File: src/sv/rtte_pkg.sv
package rtte_pkg;

    // ASCII characters that the parser looks for.
    localparam logic [7:0] CH_NUL   = 8'h00;
    localparam logic [7:0] CH_PLUS  = 8'h2B;
    localparam logic [7:0] CH_DASH  = 8'h2D;
    localparam logic [7:0] CH_DOT   = 8'h2E;
    localparam logic [7:0] CH_ZERO  = 8'h30;
    localparam logic [7:0] CH_NINE  = 8'h39;
    localparam logic [7:0] CH_COLON = 8'h3A;
    localparam logic [7:0] CH_T     = 8'h54;
    localparam logic [7:0] CH_Z     = 8'h5A;

    // Character positions inside the fixed YYYY-MM-DDTHH:MM:SS layout.
    localparam logic [4:0] POS_DASH_A  = 5'd4;
    localparam logic [4:0] POS_DASH_B  = 5'd7;
    localparam logic [4:0] POS_T       = 5'd10;
    localparam logic [4:0] POS_COLON_A = 5'd13;
    localparam logic [4:0] POS_COLON_B = 5'd16;
    localparam logic [4:0] POS_YEAR_END  = 5'd3;
    localparam logic [4:0] POS_MONTH_END = 5'd6;
    localparam logic [4:0] POS_DAY_END   = 5'd9;
    localparam logic [4:0] POS_HOUR_END  = 5'd12;
    localparam logic [4:0] POS_MIN_END   = 5'd15;
    localparam logic [4:0] POS_LAST      = 5'd18;
    localparam logic [4:0] OFF_DIGITS    = 5'd2;

    // Multiplier operands of the calendar arithmetic.
    localparam logic signed [18:0] K_RECIP25   = 19'sd1311;   // x/25 as (x*1311)>>15
    localparam logic signed [18:0] K_NEG_ERA   = -19'sd400;
    localparam logic signed [18:0] K_MONTH_MUL = 19'sd153;
    localparam logic signed [18:0] K_RECIP5    = 19'sd26215;  // x/5 as (x*26215)>>17
    localparam logic signed [18:0] K_DAYS_YEAR = 19'sd365;
    localparam logic signed [18:0] K_DAYS_ERA  = 19'sd146097;
    localparam logic signed [18:0] K_SEC_HOUR  = 19'sd3600;
    localparam logic signed [18:0] K_SEC_MIN   = 19'sd60;
    localparam logic signed [18:0] K_SEC_DAY   = 19'sd86400;

    localparam logic [14:0] K_ERA_YEARS   = 15'd400;
    // Day of 1970-01-01 from the civil epoch plus one era, since the era is kept biased by one.
    localparam logic [47:0] K_EPOCH_SHIFT = 48'd865565;

    typedef enum logic [2:0] {
        PH_LAYOUT = 3'd0,
        PH_ZONE   = 3'd1,
        PH_FRAC   = 3'd2,
        PH_OFFH   = 3'd3,
        PH_OFFM   = 3'd4,
        PH_DONE   = 3'd5
    } t_phase;

    typedef enum logic [3:0] {
        SQ_PARSE = 4'd0,
        SQ_ERA   = 4'd1,
        SQ_YOE   = 4'd2,
        SQ_C100  = 4'd3,
        SQ_NUM   = 4'd4,
        SQ_DOY   = 4'd5,
        SQ_DOE   = 4'd6,
        SQ_DAYS  = 4'd7,
        SQ_TOD1  = 4'd8,
        SQ_TOD2  = 4'd9,
        SQ_TOD3  = 4'd10,
        SQ_TOD4  = 4'd11,
        SQ_SEC   = 4'd12,
        SQ_EMIT  = 4'd13
    } t_seq;

    typedef struct packed {
        logic [13:0] year;
        logic [6:0]  month;
        logic [6:0]  day;
        logic [6:0]  hour;
        logic [6:0]  minute;
        logic [6:0]  sec;
        logic        offset_negative;
        logic [6:0]  offset_hours;
        logic [6:0]  offset_minutes;
    } t_fields;

    typedef struct packed {
        logic [7:0] char_code;
        logic       last_char;
    } t_in_word;

    typedef struct packed {
        logic               is_valid;
        logic signed [39:0] epoch_seconds;
    } t_out_word;

    function automatic logic [6:0] acc2(input logic [6:0] acc, input logic [3:0] dig);
        return 7'(11'(acc) * 11'd10 + 11'(dig));
    endfunction

endpackage

File: src/sv/rtte_ifs.sv
interface rtte_in_if;
    logic               valid;
    logic               ready;
    rtte_pkg::t_in_word data;

    modport source (output valid, output data, input ready);
    modport sink (input valid, input data, output ready);
endinterface

interface rtte_out_if;
    logic                valid;
    logic                ready;
    rtte_pkg::t_out_word data;

    modport source (output valid, output data, input ready);
    modport sink (input valid, input data, output ready);
endinterface

File: src/sv/rtte_parse.sv
module rtte_parse (
    input  logic              i_clk,
    input  logic              i_rst_n,
    input  logic              i_take,
    input  logic              i_clear,
    input  logic [7:0]        i_char,
    output rtte_pkg::t_fields o_fields,
    output logic              o_complete
);

    rtte_pkg::t_phase  r_phase, n_phase;
    logic [4:0]        r_idx, n_idx;
    rtte_pkg::t_fields r_f, n_f;
    logic              r_bad, n_bad;

    logic       w_digit;
    logic [3:0] w_dval;
    logic       w_has_sep;
    logic [7:0] w_sep;

    assign w_digit = (i_char >= rtte_pkg::CH_ZERO) && (i_char <= rtte_pkg::CH_NINE);
    assign w_dval  = i_char[3:0];

    always_comb begin
        w_has_sep = 1'b1;
        w_sep     = rtte_pkg::CH_DASH;
        priority if (r_idx == rtte_pkg::POS_DASH_A || r_idx == rtte_pkg::POS_DASH_B) begin
            w_sep = rtte_pkg::CH_DASH;
        end else if (r_idx == rtte_pkg::POS_T) begin
            w_sep = rtte_pkg::CH_T;
        end else if (r_idx == rtte_pkg::POS_COLON_A || r_idx == rtte_pkg::POS_COLON_B) begin
            w_sep = rtte_pkg::CH_COLON;
        end else begin
            w_has_sep = 1'b0;
        end
    end

    always_comb begin
        n_phase = r_phase;
        n_idx   = r_idx;
        n_f     = r_f;
        n_bad   = r_bad;
        if (i_clear) begin
            n_phase = rtte_pkg::PH_LAYOUT;
            n_idx   = '0;
            n_f     = '0;
            n_bad   = 1'b0;
        end else if (i_take) begin
            unique case (r_phase)
                rtte_pkg::PH_LAYOUT: begin
                    if (w_has_sep) begin
                        if (i_char != w_sep) begin
                            n_bad = 1'b1;
                        end
                    end else if (!w_digit) begin
                        n_bad = 1'b1;
                    end else if (r_idx <= rtte_pkg::POS_YEAR_END) begin
                        n_f.year = 14'(18'(r_f.year) * 18'd10 + 18'(w_dval));
                    end else if (r_idx <= rtte_pkg::POS_MONTH_END) begin
                        n_f.month = rtte_pkg::acc2(r_f.month, w_dval);
                    end else if (r_idx <= rtte_pkg::POS_DAY_END) begin
                        n_f.day = rtte_pkg::acc2(r_f.day, w_dval);
                    end else if (r_idx <= rtte_pkg::POS_HOUR_END) begin
                        n_f.hour = rtte_pkg::acc2(r_f.hour, w_dval);
                    end else if (r_idx <= rtte_pkg::POS_MIN_END) begin
                        n_f.minute = rtte_pkg::acc2(r_f.minute, w_dval);
                    end else begin
                        n_f.sec = rtte_pkg::acc2(r_f.sec, w_dval);
                    end
                    if (r_idx >= rtte_pkg::POS_LAST) begin
                        n_phase = rtte_pkg::PH_ZONE;
                        n_idx   = '0;
                    end else begin
                        n_idx = r_idx + 5'd1;
                    end
                end
                rtte_pkg::PH_ZONE: begin
                    if (i_char == rtte_pkg::CH_DOT) begin
                        n_phase = rtte_pkg::PH_FRAC;
                    end else if (i_char == rtte_pkg::CH_Z || i_char == rtte_pkg::CH_NUL) begin
                        n_phase = rtte_pkg::PH_DONE;
                    end else begin
                        // Anything other than a minus sign counts as a plus.
                        n_f.offset_negative = (i_char == rtte_pkg::CH_DASH);
                        n_phase             = rtte_pkg::PH_OFFH;
                        n_idx               = '0;
                    end
                end
                rtte_pkg::PH_FRAC: begin
                    if (i_char == rtte_pkg::CH_Z || i_char == rtte_pkg::CH_NUL) begin
                        n_phase = rtte_pkg::PH_DONE;
                    end else if (i_char == rtte_pkg::CH_PLUS || i_char == rtte_pkg::CH_DASH) begin
                        n_f.offset_negative = (i_char == rtte_pkg::CH_DASH);
                        n_phase             = rtte_pkg::PH_OFFH;
                        n_idx               = '0;
                    end
                end
                rtte_pkg::PH_OFFH: begin
                    if (w_digit && r_idx < rtte_pkg::OFF_DIGITS) begin
                        n_f.offset_hours = rtte_pkg::acc2(r_f.offset_hours, w_dval);
                        n_idx            = r_idx + 5'd1;
                    end else if (i_char == rtte_pkg::CH_COLON && r_idx != '0) begin
                        n_phase = rtte_pkg::PH_OFFM;
                        n_idx   = '0;
                    end else begin
                        n_phase = rtte_pkg::PH_DONE;
                    end
                end
                rtte_pkg::PH_OFFM: begin
                    if (w_digit && r_idx < rtte_pkg::OFF_DIGITS) begin
                        n_f.offset_minutes = rtte_pkg::acc2(r_f.offset_minutes, w_dval);
                        n_idx              = r_idx + 5'd1;
                    end else begin
                        n_phase = rtte_pkg::PH_DONE;
                    end
                end
                default: begin
                end
            endcase
        end
    end

    always_ff @(posedge i_clk) begin
        if (!i_rst_n) begin
            r_phase <= rtte_pkg::PH_LAYOUT;
            r_idx   <= '0;
            r_f     <= '0;
            r_bad   <= 1'b0;
        end else begin
            r_phase <= n_phase;
            r_idx   <= n_idx;
            r_f     <= n_f;
            r_bad   <= n_bad;
        end
    end

    assign o_fields   = r_f;
    // Taken together with the character being accepted.
    assign o_complete = (n_phase != rtte_pkg::PH_LAYOUT) && !n_bad;

endmodule

File: src/sv/rtte_mac.sv
module rtte_mac (
    input  logic               i_clk,
    input  logic               i_en,
    input  logic signed [24:0] i_a,
    input  logic signed [18:0] i_b,
    input  logic signed [47:0] i_c,
    output logic signed [47:0] o_acc
);

    logic signed [43:0] w_prod;
    logic signed [47:0] r_acc, n_acc;

    assign w_prod = i_a * i_b;

    always_comb begin
        n_acc = r_acc;
        if (i_en) begin
            n_acc = 48'(w_prod) + i_c;
        end
    end

    always_ff @(posedge i_clk) begin
        r_acc <= n_acc;
    end

    assign o_acc = r_acc;

endmodule

File: src/sv/rfc3339_timestamp_to_epoch_unit.sv
// Input: characters that are not the last one of a string are taken at one per cycle.
// After the last character of a well-formed string the sequencer runs SQ_ERA to SQ_SEC,
// then SQ_EMIT loads the output register; a malformed or short string skips to SQ_EMIT.
// Throughput: the input is held off from the last character until the result is loaded,
// since the single multiply-add unit steps through 12 operations of the date arithmetic.
// Reset: synchronous, active low; clears the parser, the sequencer and the output valid.
module rfc3339_timestamp_to_epoch_unit (
    input  logic       i_clk,
    input  logic       i_rst_n,
    rtte_in_if.sink    i_in,
    rtte_out_if.source o_out
);

    // Parser: collects the date, time and offset fields one character at a time.
    rtte_pkg::t_fields w_f;
    logic              w_complete;
    logic              w_take;
    logic              w_clear;

    rtte_parse u_parse (
        .i_clk      (i_clk),
        .i_rst_n    (i_rst_n),
        .i_take     (w_take),
        .i_clear    (w_clear),
        .i_char     (i_in.data.char_code),
        .o_fields   (w_f),
        .o_complete (w_complete)
    );

    // Shared multiply-add unit; every step of the conversion goes through it.
    logic               w_en;
    logic signed [24:0] w_a;
    logic signed [18:0] w_b;
    logic signed [47:0] w_c;
    logic signed [47:0] w_acc;

    rtte_mac u_mac (
        .i_clk (i_clk),
        .i_en  (w_en),
        .i_a   (w_a),
        .i_b   (w_b),
        .i_c   (w_c),
        .o_acc (w_acc)
    );

    rtte_pkg::t_seq      r_state, n_state;
    logic [5:0]          r_q1, n_q1;       // era + 1
    logic [8:0]          r_yoe, n_yoe;     // year of era
    logic [1:0]          r_c100, n_c100;   // year of era / 100
    logic signed [23:0]  r_days, n_days;   // days since 1970-01-01
    logic                r_ok, n_ok;
    logic                r_out_valid, n_out_valid;
    rtte_pkg::t_out_word r_out_word, n_out_word;

    // The civil year starts in March, so January and February belong to the year before.
    // The year is biased by one era so that the era quotient is never negative.
    logic        w_lowm;
    logic [14:0] w_v;
    logic [6:0]  w_mm;
    logic [11:0] w_doy5;

    assign w_lowm = (w_f.month <= 7'd2);
    assign w_v    = 15'(w_f.year) + rtte_pkg::K_ERA_YEARS - 15'(w_lowm);
    assign w_mm   = w_lowm ? (w_f.month + 7'd9) : (w_f.month - 7'd3);
    assign w_doy5 = w_acc[28:17];

    assign w_take     = i_in.valid && i_in.ready;
    assign i_in.ready = (r_state == rtte_pkg::SQ_PARSE);

    always_comb begin
        n_state     = r_state;
        n_q1        = r_q1;
        n_yoe       = r_yoe;
        n_c100      = r_c100;
        n_days      = r_days;
        n_ok        = r_ok;
        n_out_valid = r_out_valid;
        n_out_word  = r_out_word;
        w_en        = 1'b0;
        w_a         = '0;
        w_b         = '0;
        w_c         = '0;
        w_clear     = 1'b0;

        if (o_out.ready) begin
            n_out_valid = 1'b0;
        end

        unique case (r_state)
            rtte_pkg::SQ_PARSE: begin
                if (w_take && i_in.data.last_char) begin
                    n_ok    = w_complete;
                    n_state = w_complete ? rtte_pkg::SQ_ERA : rtte_pkg::SQ_EMIT;
                end
            end
            rtte_pkg::SQ_ERA: begin
                // floor(v / 400) as floor((v >> 4) / 25).
                w_en    = 1'b1;
                w_a     = $signed({14'd0, w_v[14:4]});
                w_b     = rtte_pkg::K_RECIP25;
                n_state = rtte_pkg::SQ_YOE;
            end
            rtte_pkg::SQ_YOE: begin
                n_q1    = w_acc[20:15];
                w_en    = 1'b1;
                w_a     = $signed({19'd0, w_acc[20:15]});
                w_b     = rtte_pkg::K_NEG_ERA;
                w_c     = $signed(48'(w_v));
                n_state = rtte_pkg::SQ_C100;
            end
            rtte_pkg::SQ_C100: begin
                n_yoe   = w_acc[8:0];
                w_en    = 1'b1;
                w_a     = $signed({18'd0, w_acc[8:2]});
                w_b     = rtte_pkg::K_RECIP25;
                n_state = rtte_pkg::SQ_NUM;
            end
            rtte_pkg::SQ_NUM: begin
                n_c100  = w_acc[16:15];
                w_en    = 1'b1;
                w_a     = $signed({18'd0, w_mm});
                w_b     = rtte_pkg::K_MONTH_MUL;
                w_c     = 48'sd2;
                n_state = rtte_pkg::SQ_DOY;
            end
            rtte_pkg::SQ_DOY: begin
                w_en    = 1'b1;
                w_a     = $signed({10'd0, w_acc[14:0]});
                w_b     = rtte_pkg::K_RECIP5;
                n_state = rtte_pkg::SQ_DOE;
            end
            rtte_pkg::SQ_DOE: begin
                // Day of era, with the epoch offset already folded in.
                w_en    = 1'b1;
                w_a     = $signed({16'd0, r_yoe});
                w_b     = rtte_pkg::K_DAYS_YEAR;
                w_c     = $signed(48'(r_yoe[8:2]) - 48'(r_c100) + 48'(w_doy5)
                                  + 48'(w_f.day) - 48'd1 - rtte_pkg::K_EPOCH_SHIFT);
                n_state = rtte_pkg::SQ_DAYS;
            end
            rtte_pkg::SQ_DAYS: begin
                w_en    = 1'b1;
                w_a     = $signed({19'd0, r_q1});
                w_b     = rtte_pkg::K_DAYS_ERA;
                w_c     = w_acc;
                n_state = rtte_pkg::SQ_TOD1;
            end
            rtte_pkg::SQ_TOD1: begin
                n_days  = w_acc[23:0];
                w_en    = 1'b1;
                w_a     = $signed({18'd0, w_f.hour});
                w_b     = rtte_pkg::K_SEC_HOUR;
                w_c     = $signed(48'(w_f.sec));
                n_state = rtte_pkg::SQ_TOD2;
            end
            rtte_pkg::SQ_TOD2: begin
                w_en    = 1'b1;
                w_a     = $signed({18'd0, w_f.minute});
                w_b     = rtte_pkg::K_SEC_MIN;
                w_c     = w_acc;
                n_state = rtte_pkg::SQ_TOD3;
            end
            rtte_pkg::SQ_TOD3: begin
                // A negative offset means local time is behind UTC, so it is added.
                w_en    = 1'b1;
                w_a     = $signed({18'd0, w_f.offset_hours});
                w_b     = w_f.offset_negative ? rtte_pkg::K_SEC_HOUR : -rtte_pkg::K_SEC_HOUR;
                w_c     = w_acc;
                n_state = rtte_pkg::SQ_TOD4;
            end
            rtte_pkg::SQ_TOD4: begin
                w_en    = 1'b1;
                w_a     = $signed({18'd0, w_f.offset_minutes});
                w_b     = w_f.offset_negative ? rtte_pkg::K_SEC_MIN : -rtte_pkg::K_SEC_MIN;
                w_c     = w_acc;
                n_state = rtte_pkg::SQ_SEC;
            end
            rtte_pkg::SQ_SEC: begin
                w_en    = 1'b1;
                w_a     = $signed({r_days[23], r_days});
                w_b     = rtte_pkg::K_SEC_DAY;
                w_c     = w_acc;
                n_state = rtte_pkg::SQ_EMIT;
            end
            rtte_pkg::SQ_EMIT: begin
                // Load the output register once it is free, then start the next string.
                if (!r_out_valid || o_out.ready) begin
                    n_out_valid              = 1'b1;
                    n_out_word.is_valid      = r_ok;
                    n_out_word.epoch_seconds = r_ok ? w_acc[39:0] : '0;
                    w_clear                  = 1'b1;
                    n_state                  = rtte_pkg::SQ_PARSE;
                end
            end
            default: begin
                n_state = rtte_pkg::SQ_PARSE;
            end
        endcase
    end

    always_ff @(posedge i_clk) begin
        if (!i_rst_n) begin
            r_state     <= rtte_pkg::SQ_PARSE;
            r_ok        <= 1'b0;
            r_out_valid <= 1'b0;
        end else begin
            r_state     <= n_state;
            r_ok        <= n_ok;
            r_out_valid <= n_out_valid;
        end
    end

    always_ff @(posedge i_clk) begin
        r_q1       <= n_q1;
        r_yoe      <= n_yoe;
        r_c100     <= n_c100;
        r_days     <= n_days;
        r_out_word <= n_out_word;
    end

    assign o_out.valid = r_out_valid;
    assign o_out.data  = r_out_word;

endmodule

File: src/flat_wrapper.sv
// flat-port wrapper written by rule: the top's interface ports become plain ports
module rfc3339_timestamp_to_epoch_unit_flat 
  (i_clk, i_rst_n, i_in_valid, i_in_data, i_in_ready, o_out_valid, o_out_data, o_out_ready);
  rtte_in_if i_in_i ();
  rtte_out_if o_out_i ();
  input  logic i_clk;
  input  logic i_rst_n;
  input wire logic [$bits(i_in_i.valid)-1:0] i_in_valid;
  input wire logic [$bits(i_in_i.data)-1:0] i_in_data;
  output wire logic [$bits(i_in_i.ready)-1:0] i_in_ready;
  output wire logic [$bits(o_out_i.valid)-1:0] o_out_valid;
  output wire logic [$bits(o_out_i.data)-1:0] o_out_data;
  input wire logic [$bits(o_out_i.ready)-1:0] o_out_ready;
  assign i_in_i.valid = i_in_valid;
  assign i_in_i.data = i_in_data;
  assign i_in_ready = i_in_i.ready;
  assign o_out_valid = o_out_i.valid;
  assign o_out_data = o_out_i.data;
  assign o_out_i.ready = o_out_ready;
  rfc3339_timestamp_to_epoch_unit u_core (.i_clk(i_clk), .i_rst_n(i_rst_n), .i_in(i_in_i), .o_out(o_out_i));
endmodule
File: config.mk
export PLATFORM = sky130hd
export DESIGN_NAME = rfc3339_timestamp_to_epoch_unit_flat
export DESIGN_NICKNAME = d
export VERILOG_FILES = /design/src/sv/rtte_pkg.sv /design/src/sv/rtte_ifs.sv /design/src/sv/rtte_parse.sv /design/src/sv/rtte_mac.sv /design/src/sv/rfc3339_timestamp_to_epoch_unit.sv /design/src/flat_wrapper.sv
export SDC_FILE = /design/constraint.sdc
export NUM_CORES = 1
export LEC_CHECK = 0
export BUFFER_PORTS_ARGS = -buffer_cell sky130_fd_sc_hd__buf_2
export CAP_MARGIN = 20
export CORE_MARGIN = 2
export CORE_UTILIZATION = 40
export DETAILED_ROUTE_END_ITERATION = 16
export GPL_ROUTABILITY_DRIVEN = 0
export PLACE_DENSITY = 0.61
export SYNTH_ARGS = -nofsm -noshare
export SYNTH_HDL_FRONTEND = slang
export SYNTH_HIERARCHICAL = 1
export SYNTH_SLANG_ARGS = --single-unit
File: constraint.sdc
create_clock -name i_clk -period 8.38 [get_ports i_clk]
set_input_delay 0.838 -clock i_clk [delete_from_list [all_inputs] [get_ports i_clk]]
set_output_delay 0.838 -clock i_clk [all_outputs]
set_load 0.05 [all_outputs]
==> results of run 1 <==
worst paths after layout:
check	from	to	slack (ps)	cells past startpoint
setup reg to reg	u_core/u_parse/o_fields[46]	u_core/u_mac/o_acc[25]	-680	38
hold reg to reg	u_core/u_parse/o_fields[6]	u_core/u_parse/o_fields[6]	490	2
setup / recovery	u_core/u_parse/o_fields[46]	u_core/u_mac/o_acc[25]	-680	38
hold / removal	u_core/u_parse/o_fields[6]	u_core/u_parse/o_fields[6]	490	2
tightest hold or removal path: stages, from the launching register on:
cell	delay, ps
dfxtp_1	330
a21oi_1	60
nor2_1	70
report_power, final:
part	internal (mW)	leakage [nW]	total [mW]	switching [mW]
Clock	0.652	0.396	1.12	0.464
Sequential	1.43	1.77	1.61	0.186
Combinational	3.15	15.9	7.58	4.43
state kept, by name, summed over array words and instances (netlist names):
| name | count |
|---|---|
| u_core/o_out.data | 41 |
| u_core/o_out.valid | 1 |
| u_core/r_c100 | 2 |
| u_core/r_days | 24 |
| u_core/r_ok | 1 |
| u_core/r_q1 | 6 |
| u_core/r_state | 4 |
| u_core/r_yoe | 9 |
| u_core/u_mac/o_acc | 40 |
| u_core/u_parse/o_fields | 64 |
| u_core/u_parse/r_bad | 1 |
| u_core/u_parse/r_idx | 5 |
| u_core/u_parse/r_phase | 3 |
cell type report:
| type | count | share of cell area [%] |
|---|---|---|
| multi-input combinational | 2340 | 63.96 |
| sequential | 201 | 14.15 |
| timing repair buffer | 425 | 9.434 |
| inverter | 666 | 6.734 |
| tap | 1040 | 3.505 |
| clock buffer | 29 | 1.753 |
| clock inverter | 13 | 0.4719 |
layer usage:
layer	wire, microns	GRT usage, %	up-vias
li1	-	-	11140
met1	36940	28.53	12420
met2	45140	40.24	633
met3	3843	1.897	168
met4	3235	6.931	0
met5	0	0	-
layout by cell type, fill, tap and decap left out, types with 11 or more instances in the layout:
cell	n
nand4_1	15
nand2b_1	21
xnor2_1	80
inv_1	651
nor2_1	157
a21o_1	41
nand3_1	21
inv_2	15
buf_2	57
o21ai_1	11
clkbuf_16	25
nor3_1	18
edfxtp_1	122
fa_1	504
nor3b_1	12
buf_6	21
dfxtp_1	76
a21oi_2	14
nor2b_1	30
a21oi_1	79
o21ai_0	45
a22oi_1	16
fa_2	14
o21ai_2	11
mux2i_1	50
buf_4	317
buf_12	30
nand2_1	331
a211oi_1	21
and2_1	298
ha_1	241
xor2_1	39
ha_4	12
o21a_1	12
timing repair:
| item | 4_1_cts | 5_1_grt |
|---|---|---|
| gates resized for setup | 102 | 48 |
| pin swaps | 73 | 29 |
| buffers inserted | 25 | 10 |
| endpoints found under the setup margin | 28 | 30 |
| gates cloned | 2 | 1 |
==> flow_metrics.py, run 1 <==
metrics = {
    "sta": {
        "tightest_slew_ps": 1151,
        "max_freq_ghz": 0.1104,
        "max-slew-margin-rel_pct": 22.59,
        "worst_hold_slack_ps": 494.6,
        "rsz0062_at_grt": "yes",
        "fin_crit_sh_pct": 108.1,
        "hold_viol": 0,
        "skew_ps": 27.01,
        "worst_slack_ps": -678.3,
        "drv_slew": 0,
        "setup_viol": 24,
        "period_minus_slack_ps": 9058,
        "fin_setup_tns_ps": -10540,
    },
    "critical_path": {
        "path_class": "reg2reg",
        "crit_slowest_cell": "fa_1",
        "path_buf_inv": 11,
        "critPathMaxStageDelay_ps": 550,
        "required_ps": 8670,
        "critPathTopFamily": "adder cells",
        "cp-end-kind": "register",
        "worst-endpoint-arrival_ps": 9350,
        "cp_max_fo": 5,
        "start_kind": "register",
    },
    "floorplan": {
        "io_pins": 56,
        "num_rows": 102,
        "die_area_sq_um": 80460,
        "die_w_microns": 283.7,
        "core_area_sq_um": 77470,
        "start_util_pct": 40.38,
        "die_h_microns": 283.7,
    },
    "route": {
        "antenna_left": 0,
        "drt_iter0_markers": 1612,
        "wl_per_cell_microns": 18.92,
        "routed_wl_microns": 89170,
        "vias_per_cell": 5.169,
        "drc": 0,
        "vias": 24370,
        "first_pass_iters": 6,
    },
    "worst_hold_path": {
        "hold_class": "reg2reg",
    },
    "global_route": {
        "grt_overflow": 0,
        "grt_pass1_wl_microns": 141900,
        "antenna_found_initial": 3,
        "grt_use_total_pct": 22.39,
        "grt_pass1_vias": 25510,
        "grt_max_degree": 57,
    },
    "placed_design": {
        "postPlaceCellArea_sq_um": 35370,
        "place_inst": 4639,
        "hpwl_microns": 71380,
        "place_ws_ps": -1014,
        "port_buffers": 55,
    },
    "finish": {
        "utilization_pct": 47.92,
        "fillers": 7357,
        "multi_input_area_sq_um": 23740,
        "finalInstanceArea_sq_um": 37120,
        "stdcell_count": 4714,
        "nets": 4442,
        "seqCellArea_sq_um": 5251,
        "antenna_cells": 0,
        "syn_to_final_growth_pct": 18.67,
        "drive_gt1_share_pct": 17.34,
    },
    "job": {
        "cap_violations": 0,
    },
    "clock_tree": {
        "clk_pin_slew_ps": 60,
        "cts.sink_count": 201,
        "ctsLongestPathBuffers": 3,
        "cts-root-buf": "clkbuf_16",
        "h-tree-depth": 1,
        "clkLatencyLatePin_ps": 560,
        "tritoncts": "built",
        "numCtsBuffers": 23,
        "cts_hold_buffers": 0,
    },
    "synthesis": {
        "netlist_instances": 3349,
        "syn_nets": 4134,
        "syn_area_sq_um": 31280,
        "yosysWarnings": 6,
        "synth_area_per_cell_sq_um": 9.340,
    },
    "outcome": {
        "status": "complete, but fails checks",
        "violations": "negative setup slack",
    },
    "pwr": {
        "totalPowerFinal_mw": 10.31,
        "power.density_nw_per_um2": 277.7,
        "cellLeakagePower_nw": 18.11,
        "ir_drop_v": 0.0002350,
    },
}
Power figures use the tool's default switching activity.
==> run 2, diff against run 1 <==
Settings changed: RECOVER_POWER from default to 25, TNS_END_PERCENT from default to 50.
==> flow_metrics.py, run 2 (same netlist as run 1, synthesis figures left out) <==
metrics = {
    "sta": {
        "setup_viol": 24,
        "rsz0062_at_grt": "yes",
        "skew_ps": 23.33,
        "fin_crit_sh_pct": 107.7,
        "drv_slew": 43,
        "period_minus_slack_ps": 9027,
        "max-slew-margin-rel_pct": -27.16,
        "worst_slack_ps": -647.1,
        "max_freq_ghz": 0.1108,
        "tightest_slew_ps": 1907,
        "fin_setup_tns_ps": -9627,
        "worst_hold_slack_ps": 493.4,
        "hold_viol": 0,
    },
    "critical_path": {
        "cp_max_fo": 5,
        "start_kind": "register",
        "cp-end-kind": "register",
        "critPathMaxStageDelay_ps": 540,
        "required_ps": 8680,
        "crit_slowest_cell": "fa_1",
        "path_class": "reg2reg",
        "worst-endpoint-arrival_ps": 9320,
    },
    "job": {
        "cap_violations": 1,
    },
    "finish": {
        "drive_gt1_share_pct": 16.52,
        "fillers": 7385,
        "syn_to_final_growth_pct": 17.99,
        "seqCellArea_sq_um": 5251,
        "final_cell_mix": "inv_1 (651), fa_1 (504), nand2_1 (332)",
        "stdcell_count": 4709,
        "finalInstanceArea_sq_um": 36910,
        "nets": 4436,
        "multi_input_area_sq_um": 23670,
        "final_common_cell": "inv_1",
        "largest_register_ffs": 64,
    },
    "route": {
        "vias": 24180,
        "drc": 0,
        "drt_iter0_markers": 1553,
        "wl_per_cell_microns": 18.85,
        "routed_wl_microns": 88750,
        "vias_per_cell": 5.134,
        "antenna_left": 0,
        "first_pass_iters": 7,
    },
    "clock_tree": {
        "h-tree-depth": 1,
        "cts_hold_buffers": 0,
        "cts.sink_count": 201,
        "clk_pin_slew_ps": 60,
        "tritoncts": "built",
        "clkLatencyLatePin_ps": 560,
        "ctsLongestPathBuffers": 3,
        "cts-root-buf": "clkbuf_16",
        "numCtsBuffers": 23,
    },
    "placed_design": {
        "postPlaceCellArea_sq_um": 35370,
        "hpwl_microns": 71380,
        "place_inst": 4639,
        "port_buffers": 55,
    },
    "worst_hold_path": {
        "hold_class": "reg2reg",
    },
    "global_route": {
        "grt_overflow": 0,
        "antenna_found_initial": 3,
        "grt_pass1_wl_microns": 141900,
        "grt_use_total_pct": 22.38,
        "grt_max_degree": 57,
        "grt_pass1_vias": 25490,
    },
    "floorplan": {
        "io_pins": 56,
        "core_area_sq_um": 77470,
        "die_area_sq_um": 80460,
        "die_h_microns": 283.7,
        "num_rows": 102,
        "start_util_pct": 40.38,
        "die_w_microns": 283.7,
    },
    "pwr": {
        "ir_drop_v": 0.0002347,
        "power.density_nw_per_um2": 276.2,
        "cellLeakagePower_nw": 17.97,
        "totalPowerFinal_mw": 10.19,
    },
    "outcome": {
        "violations": "max-capacitance violations, max-slew violations, negative setup slack",
        "status": "complete, but fails checks",
    },
}
==> run 2: path summary, 6_finish.rpt <==
kind	startpoint	to	slack (ps)	cells after the start
max reg2reg	u_core/u_parse/o_fields[46]	u_core/u_mac/o_acc[34]	-650	37
max	u_core/u_parse/o_fields[46]	u_core/u_mac/o_acc[34]	-650	37
min reg2reg	u_core/u_parse/o_fields[6]	u_core/u_parse/o_fields[6]	490	2
min	u_core/u_parse/o_fields[6]	u_core/u_parse/o_fields[6]	490	2
==> run 2: metal layers <==
metal | routed length [microns] | vias up | global-route usage, % | part of all wire [%]
met2 | 45190 | 581 | 40.21 | 51
met3 | 3666 | 161 | 1.833 | 4.1
met4 | 3026 | 0 | 6.839 | 3.4
met1 | 36860 | 12300 | 28.59 | 42
li1 | - | 11130 | - | -
met5 | 0 | - | 0 | 0
==> run 2: what timing repair did <==
action,in CTS,in global routing
pin swaps,69,19
gates cloned,2,0
setup buffers,24,4
endpoints found under the setup margin,28,30
gates resized for setup,100,36
==> run 2: layout make-up <==
type	count	share of cell area, %
inverter	666	6.773
timing repair buffer	419	9.102
clock inverter	13	0.4746
clock buffer	29	1.763
antenna	1	0.006780
multi-input combinational	2340	64.13
sequential	201	14.23
tap	1040	3.526
==> run 2: critical path: cells and delay by family (launching register included) <==
kind / cells / cell delay, ps
xor+xnor: 1 / 190
buf+inv: 9 / 600
flops: 1 / 340
mux: 1 / 140
compound gates: 9 / 1970
fa+ha+maj: 11 / 4260
simple gates: 6 / 1220
==> run 2: power breakdown <==
| part | switching [mW] | internal, mW |
|---|---|---|
| combinational | 4.40 | 3.07 |
| sequential | 0.185 | 1.43 |
| clock | 0.462 | 0.652 |
| total | 5.04 | 5.15 |
==> run 2: per-stage QoR <==
step	utilization, %	setup WS (ps)
4_1_cts	47.53	-648.6
3_5_place_dp	45.66	-1014
5_1_grt	47.64	-933.8
2_1_floorplan	-	-108.2
6_report	47.64	-647.1
3_3_place_gp	45.66	-936.0
==> run 3, diff against run 2 <==
Settings changed: ABC_AREA from default to 1, CELL_PAD_IN_SITES_DETAIL_PLACEMENT from default to 2, CELL_PAD_IN_SITES_GLOBAL_PLACEMENT from default to 2, CORE_UTILIZATION 40 to 36, PLACE_DENSITY 0.61 to 0.84.
==> flow_metrics.py, run 3 <==
metrics = {
    "pwr": {
        "cellLeakagePower_nw": 22.07,
        "power.density_nw_per_um2": 375.0,
        "ir_drop_v": 0.0002906,
    },
    "finish": {
        "finalInstanceArea_sq_um": 39990,
        "nets": 5406,
        "final_cell_mix": "inv_1 (1174), nand2_1 (1034), fa_1 (454)",
        "fillers": 10300,
        "largest_register_ffs": 64,
        "drive_gt1_share_pct": 19.44,
        "utilization_pct": 43.56,
        "final_common_cell": "inv_1",
        "syn_to_final_growth_pct": 19.58,
    },
    "global_route": {
        "grt_overflow": 0,
        "grt_pass1_vias": 39640,
        "grt_use_total_pct": 41.43,
        "grt_pass1_wl_microns": 282300,
        "grt_max_degree": 49,
        "antenna_found_initial": 23,
    },
    "synthesis": {
        "netlist_instances": 4398,
        "syn_nets": 5183,
        "synth_area_per_cell_sq_um": 7.603,
        "yosysWarnings": 6,
        "syn_area_sq_um": 33440,
    },
    "clock_tree": {
        "ctsLongestPathBuffers": 3,
        "cts.sink_count": 201,
        "cts_hold_buffers": 0,
        "numCtsBuffers": 24,
        "clkLatencyLatePin_ps": 610,
        "h-tree-depth": 1,
        "clk_pin_slew_ps": 80,
        "tritoncts": "built",
        "cts-root-buf": "clkbuf_16",
    },
    "critical_path": {
        "crit_slowest_cell": "nand4_1",
        "critPathMaxStageDelay_ps": 770,
        "path_buf_inv": 11,
        "cp-end-kind": "register",
        "critPathTopFamily": "adder cells",
        "path_class": "reg2reg",
        "worst-endpoint-arrival_ps": 10830,
        "cpMostUsedCell": "fa_1",
        "required_ps": 8700,
        "cp_max_fo": 4,
        "start_kind": "register",
    },
    "route": {
        "routed_wl_microns": 235500,
        "vias_per_cell": 6.223,
        "antenna_left": 0,
        "first_pass_iters": 6,
        "drc": 0,
        "wl_per_cell_microns": 39.95,
        "vias": 36680,
        "drt_iter0_markers": 4178,
    },
    "sta": {
        "setup_viol": 35,
        "rsz0062_at_grt": "yes",
        "worst_slack_ps": -2125,
        "max_freq_ghz": 0.09520,
        "fin_setup_tns_ps": -57310,
        "worst_hold_slack_ps": 517.1,
        "hold_viol": 0,
        "tightest_slew_ps": 3074,
        "drv_slew": 49,
        "fin_crit_sh_pct": 125.4,
        "max-slew-margin-rel_pct": -104.9,
        "period_minus_slack_ps": 10500,
        "skew_ps": 26.23,
    },
    "floorplan": {
        "die_area_sq_um": 95340,
        "num_rows": 111,
        "core_area_sq_um": 91800,
        "io_pins": 56,
        "start_util_pct": 36.42,
        "die_h_microns": 308.8,
        "die_w_microns": 308.8,
    },
    "placed_design": {
        "postPlaceCellArea_sq_um": 36390,
        "hpwl_microns": 126300,
        "port_buffers": 55,
    },
    "worst_hold_path": {
        "hold_class": "reg2reg",
    },
    "outcome": {
        "status": "complete, but fails checks",
        "violations": "max-capacitance violations, max-slew violations, negative setup slack",
    },
    "job": {
        "cap_violations": 2,
    },
}
-- run 3: final timing paths --
| check | from | end | slack, ps | cells past startpoint |
|---|---|---|---|---|
| worst min-delay path | u_core/u_parse/o_fields[49] | u_core/u_parse/o_fields[49] | 520 | 2 |
| worst max-delay path | u_core/r_yoe[2] | u_core/u_mac/o_acc[34] | -2120 | 40 |
| worst max register to register | u_core/r_yoe[2] | u_core/u_mac/o_acc[34] | -2120 | 40 |
| worst min register to register | u_core/u_parse/o_fields[49] | u_core/u_parse/o_fields[49] | 520 | 2 |
-- run 3: cell type report --
class | count | area, sq um | share of cell area (%)
inverter | 1261 | 4760 | 11.90
tap | 1243 | 1555 | 3.889
antenna | 12 | 30.03 | 0.07510
clock buffer | 27 | 653.1 | 1.633
sequential | 201 | 5246 | 13.12
clock inverter | 17 | 128.9 | 0.3223
timing repair buffer | 338 | 2784 | 6.962
multi-input combinational | 2795 | 24830 | 62.09
-- run 3: metal layers --
layer	wire length [microns]	part of all wire (%)	track usage (%)	vias to the layer above
met5	604	0.26	0.05056	-
met4	30870	13	37.38	28
met3	31180	13	12.69	1858
met2	100400	43	67.85	3447
met1	72450	31	42.82	18080
li1	-	-	-	13270
-- run 3: what timing repair did --
item	CTS	global route
gates resized for setup	265	297
buffers inserted	39	46
endpoints found under the setup margin	33	33
gates cloned	3	0
pin swaps	79	166
-- run 3: per-stage QoR --
| step | total power, mW | worst slack [ps] | cells |
|---|---|---|---|
| floorplan | 5.727 | 259.0 | 4398 |
| global placement | 8.908 | -392.6 | 5752 |
| detailed placement | 9.615 | -987.2 | 5752 |
| CTS | 12.00 | -97.78 | 5837 |
| global route | 14.84 | -2011 | 5888 |
| finish | 14.99 | -2125 | 5894 |
-- run 3: report_power, final --
group / total (mW) / internal (mW) / switching, mW / leakage (nW)
sequential: 1.82 / 1.43 / 0.385 / 1.76
combinational: 12.0 / 3.84 / 8.14 / 19.9
clock: 1.19 / 0.597 / 0.597 / 0.381
total: 15.0 / 5.87 / 9.12 / 22.1
-- run 3: worst min-delay path, stage by stage (launching register included) --
cell	delay [ps]
dfxtp_1	340
nand2_1	70
a21oi_1	60
